`src/pillar_split_z_expander_core_assert.svh`:
```
// Assertion macros used by the expander core.
`ifndef PILLAR_SPLIT_Z_EXPANDER_CORE_ASSERT_SVH
`define PILLAR_SPLIT_Z_EXPANDER_CORE_ASSERT_SVH

// The consequent must hold in the same cycle as the antecedent.
`define PSZX_ASSERT_SAME(lbl, clk, rst, ante, cons, msg) \
  lbl: assert property (@(posedge clk) disable iff (rst) (ante) |-> (cons)) \
    else $error(msg);

// The consequent must hold starting in the cycle after the antecedent.
`define PSZX_ASSERT_NEXT(lbl, clk, rst, ante, cons, msg) \
  lbl: assert property (@(posedge clk) disable iff (rst) (ante) |=> (cons)) \
    else $error(msg);

`endif

```
`src/pszx_pkg.sv`:
```
`timescale 1ns / 1ps

package pszx_pkg;

  localparam int MAX_PILLAR_SLOTS_DEF = 64;

  localparam int Z_W        = 32;
  localparam int CODE_W     = 8;
  localparam int LAYER_W    = 5;
  localparam int CFG_IDX_W  = 2;
  localparam int CFG_DATA_W = 32;

  localparam logic [CODE_W-1:0] CODE_SINGLE = 8'd1;
  localparam logic [CODE_W-1:0] CODE_QUAD   = 8'd4;

  localparam logic [CFG_IDX_W-1:0] REG_Z_OFFSET    = 2'd0;
  localparam logic [CFG_IDX_W-1:0] REG_Z_SCALE     = 2'd1;
  localparam logic [CFG_IDX_W-1:0] REG_LAYER_NODES = 2'd2;

  localparam logic signed [Z_W-1:0] Z_OFFSET_RESET    = 32'sd0;
  localparam logic signed [Z_W-1:0] Z_SCALE_RESET     = 32'sd16777216;
  localparam logic [LAYER_W-1:0]    LAYER_NODES_RESET = 5'd16;

  typedef enum logic [2:0] {
    S_IDLE,
    S_LAUNCH,
    S_WAIT,
    S_FILL,
    S_CHECK,
    S_READ,
    S_SHOW,
    S_ERR
  } state_t;

  // Request to the shared transform unit.
  typedef struct packed {
    logic                  start;
    logic signed [Z_W-1:0] z;
  } xf_req_t;

endpackage

```
`src/pszx_xform.sv`:
```
`timescale 1ns / 1ps

module pszx_xform (
  input  logic                                clk,
  input  logic                                rst,
  input  pszx_pkg::xf_req_t                   req,
  input  logic signed [pszx_pkg::Z_W-1:0]     z_offset,
  input  logic signed [pszx_pkg::Z_W-1:0]     z_scale,
  output logic                                done,
  output logic signed [pszx_pkg::Z_W-1:0]     result
);

  logic signed [32:0] sum;
  logic [32:0]        ms_in;
  logic [31:0]        mc_in;

  logic        v1;
  logic        neg1;
  logic [32:0] ms;
  logic [31:0] mc;

  logic        v2;
  logic        neg2;
  logic [64:0] prod;

  logic [64:0] rnd;
  logic [40:0] mag;
  logic [31:0] res_next;

  // Stage 1: exact offset sum and sign/magnitude split.
  always_comb begin
    sum   = 33'(req.z) + 33'(z_offset);
    ms_in = sum[32] ? (33'd0 - 33'(sum)) : 33'(sum);
    mc_in = z_scale[31] ? (32'd0 - 32'(z_scale)) : 32'(z_scale);
  end

  // Stage 3: round half away from zero on the magnitude, then saturate.
  always_comb begin
    rnd = prod + 65'(24'h800000);
    mag = rnd[64:24];
    if (neg2) begin
      if (mag >= 41'h0080000000) begin
        res_next = 32'h80000000;
      end else begin
        res_next = 32'd0 - mag[31:0];
      end
    end else begin
      if (mag > 41'h007FFFFFFF) begin
        res_next = 32'h7FFFFFFF;
      end else begin
        res_next = mag[31:0];
      end
    end
  end

  always_ff @(posedge clk) begin
    if (rst) begin
      v1   <= 1'b0;
      v2   <= 1'b0;
      done <= 1'b0;
    end else begin
      v1   <= req.start;
      v2   <= v1;
      done <= v2;
    end
    neg1   <= sum[32] ^ z_scale[31];
    ms     <= ms_in;
    mc     <= mc_in;
    neg2   <= neg1;
    prod   <= 65'(ms) * 65'(mc);
    result <= res_next;
  end

endmodule

```
`config.mk`:
```
export PLATFORM = sky130hd
export DESIGN_NAME = pszx_xform
export DESIGN_NICKNAME = d
export VERILOG_FILES = /design/src/pillar_split_z_expander_core_assert.svh /design/src/pszx_pkg.sv /design/src/pszx_xform.sv
export SDC_FILE = /design/constraint.sdc
export NUM_CORES = 2
export LEC_CHECK = 0
export BUFFER_PORTS_ARGS = -buffer_cell sky130_fd_sc_hd__buf_2
export CORE_MARGIN = 2
export CORE_UTILIZATION = 65
export CTS_BUF_LIST = sky130_fd_sc_hd__clkbuf_8
export CTS_CLUSTER_DIAMETER = 200
export DETAILED_ROUTE_END_ITERATION = 16
export PLACE_DENSITY_LB_ADDON = 0.2
export SLEW_MARGIN = 10
export SYNTH_ARGS = -nofsm -noshare
export SYNTH_HDL_FRONTEND = slang
export SYNTH_SLANG_ARGS = --single-unit
```
`constraint.sdc`:
```
create_clock -name clk -period 11.86 [get_ports clk]
set_clock_uncertainty 0.15 [all_clocks]
set_input_delay 1.186 -clock clk [delete_from_list [all_inputs] [get_ports clk]]
set_output_delay 1.186 -clock clk [all_outputs]
set_load 0.01 [all_outputs]
```
==> impl_results.md <==
* Worst R2R Start: mc[5]
* Crit start category: flip-flop
* Starting Density at 0.655
* Final WL at 107 mm
* DRT antenna net count at 0
* Largest net degree at the start of global routing at 55
* CP Class: reg2reg
* Hold Crit Depth at 0
* Number of setup buffers added after CTS at 0
* RD Place Congestion at 0.940
* FFs w/ async S/R, synth at 0
* Slew Viols, Final at 0
* Number of enable flip-flop cells after synthesis at 0
* Worst slew pin tran at 1.14 ns
* Tmin final at about 9 ns
* Fin crit share at 0.773
* Die width at 256 um
* Setup TNS Final at 0 ns
* Register area share after synthesis at 0.0700
* Router iterations before antenna repair at 5
* Avg Cell Area, Syn at between 8 and 9 um^2
* Slew HR at 0.238
* Most used cell, CP: fa_1
* Top Ports at about 130
* Post-CTS Hold Buffers at 0
* Top cells by count, synth: inv_1 (959), fa_1 (926), nand2_1 (669), and2_1 (507), ha_1 (298)
* CTS Buf Count at 17
* Core area at 0.0629 mm^2
* RSZ-0062 raised after global routing: no
* Global-route wire length before repair at 174 mm
* Gr ovfl total at 0
* Max Fclk at about 110 MHz
* Endpoint class of the critical path: flip-flop
* Clock Sinks at 144
* Drt wl/cell at 19.6 um
* Die area at 0.0654 mm^2
* Cell Area, Placed at 0.0424 mm^2
* Largest area contributor in the netlist: fa_1
* Unique masters post-synth at 80
* Largest cells by area after synthesis: fa_1 (45%), ha_1 (9.1%), inv_1 (8.7%)
* YS warnings at 0
* Final Hold Violating Endpoints at 0
* WP data arrival at 9.49 ns
* Worst EP required at 12.18 ns
* Synthesized instance count at 4,595
* Htree depth at 4
* Via count at 31,200
* Worst hold slack at approximately 0.18 ns
* Syn nets at slightly below 6,000
* Area Growth Syn to Fin at 3.97%
* Die Y at between 200 and 300 um
* Number of buffers and inverters on the critical path at 2
* Slowest cell on the critical path: dfxtp_1
* Area fraction of the dominant cell type after synthesis at 0.450
* Crit path max-delay family: adder cells
* Final instance area at between 0.04 and 0.05 mm^2
* Gr usage total at 0.340
* Clock transition at path regs at 0.09 ns
* Worst-path fanout max at 33
* Fraction of layout cells with a size suffix above 1 at 0.0583
* # nets final at between 5,000 and 6,000
* Setup slack, reg-to-reg at 2.69 ns
* Clk root buf: clkbuf_8
* Cells on worst reg2reg path at 23
* Final setup viols at 0
* Reg-to-Reg End: prod[51]
* Drt via density at 5.76
* Top_reg_cell synth: dfxtp_1
* Hold_sp: neg1
* CTS tree: yes
* Port bufs at between 100 and 150
* Worst hold path type: reg2reg
* Vias in the first global route at 32,700
* Synth Cell Area at 0.0412 mm^2
* Post-CTS Resized at 0
* Antenna violations before repair at 6
* Status: completed
* Rows at approximately 90
* Worst path cell trace: and2_1 > fa_1 > fa_1 > fa_1 > inv_1 > fa_1 > inv_1 > fa_1 > fa_1 > fa_1 > fa_1 > ha_1 > and2_1 > nand4_1 > or4_1 > o2111ai_1 > nand2_1 > o21ai_0 > nand3_1 > nand2_1 > a211oi_1 > o21ai_0 > xor2_1
* DR DRC count at 0
* Count leader, synth: inv_1
* # Max-Cap Violations at 0
* HPWL after detailed placement at 81.2 mm
* Clk_lat worst skew at roughly 0.54 ns
* CP max stage delay at 1.08 ns
* Endpoint, Worst Hold: neg2
* Yosys reg bits at 144
* DR iter-0 viols at 2,762
* CTS max path bufs at 2
==> cells in the final DEF (no fill, tap or decap), types with 14 or more instances in the layout <==
cell type  netlist  layout
fa_1           926     926
and2_1         507     507
and3_1          32      32
nand3_1         49      49
nor3_1          25      25
nor2_1          73      73
xnor2_1        117     117
ha_1           298     298
nor2b_1         14      14
or3_1           17      17
clkbuf_8         0      18
xor2_1          55      55
dfxtp_1        144     121
o21ai_0         93      93
buf_4            1      50
a21oi_1        104     104
buf_2            6     131
inv_1          959     959
nand2_1        669     669
a21o_1          51      51
dfxtp_2          0      23
nand4_1         24      24
o31ai_1         18      18
==> stage by stage <==
step,utilization,setup WS [ns],std cells
floorplan,-,4.41,4595
global placement,0.675,2.95,5391
detailed placement,0.675,2.80,5391
CTS,0.681,2.79,5423
global route,0.681,2.35,5425
finish,0.681,2.69,5425
==> flip-flops by register name, summed over array words and instances, names as in the netlist <==
signal  flops
result     32
neg2        1
v2          1
v1          1
ms         33
mc         32
done        1
prod       42
neg1        1
==> area by class of cell <==
cell class | instances | area, um^2
sequential | 144 | 2910
tap | 846 | 1060
fill | 5150 | 20000
inverter | 959 | 3600
timing repair buffer | 181 | 1030
clock inverter | 14 | 144
multi-input combinational | 3261 | 33800
clock buffer | 18 | 248
antenna | 2 | 5.00
==> metal layers <==
metal	vias to the layer above	part of all wire	track usage
li1	13700	-	-
met5	-	0.00016	0
met4	2	0.043	0.139
met1	15800	0.39	0.449
met3	279	0.091	0.0635
met2	1445	0.48	0.557
==> worst max-delay path by stage <==
stage / start / endpoint / slack, ns / cells after the start
detailed placement: mc[5] / prod[51] / 2.80 / 26
global placement: mc[5] / prod[51] / 2.95 / 26
floorplan: mc[8] / prod[60] / 4.41 / 26
global route: mc[5] / prod[51] / 2.35 / 26
finish: mc[5] / prod[51] / 2.69 / 23
CTS: mc[5] / prod[51] / 2.79 / 26
==> worst reg2reg max path, delay by kind of cell, from the launching register on <==
family	cells	cell delay, ns
AND/OR/NAND/NOR	7	1.63
adder cells (fa/ha/maj)	9	4.28
flip-flops	1	1.08
XOR/XNOR	1	0.16
AO/OA/AOI/OAI	4	1.72
buffers and inverters	2	0.11
==> cell families after synthesis <==
group,synth area share
xor+xnor,0.0366
fa+ha+maj,0.541
mux,0.00195
compound gates,0.0624
flops,0.0700
buf+inv,0.109
simple gates,0.179
Power is not shown: default switching activity piles up to over one toggle a cycle in this logic, so the estimate is an artifact.
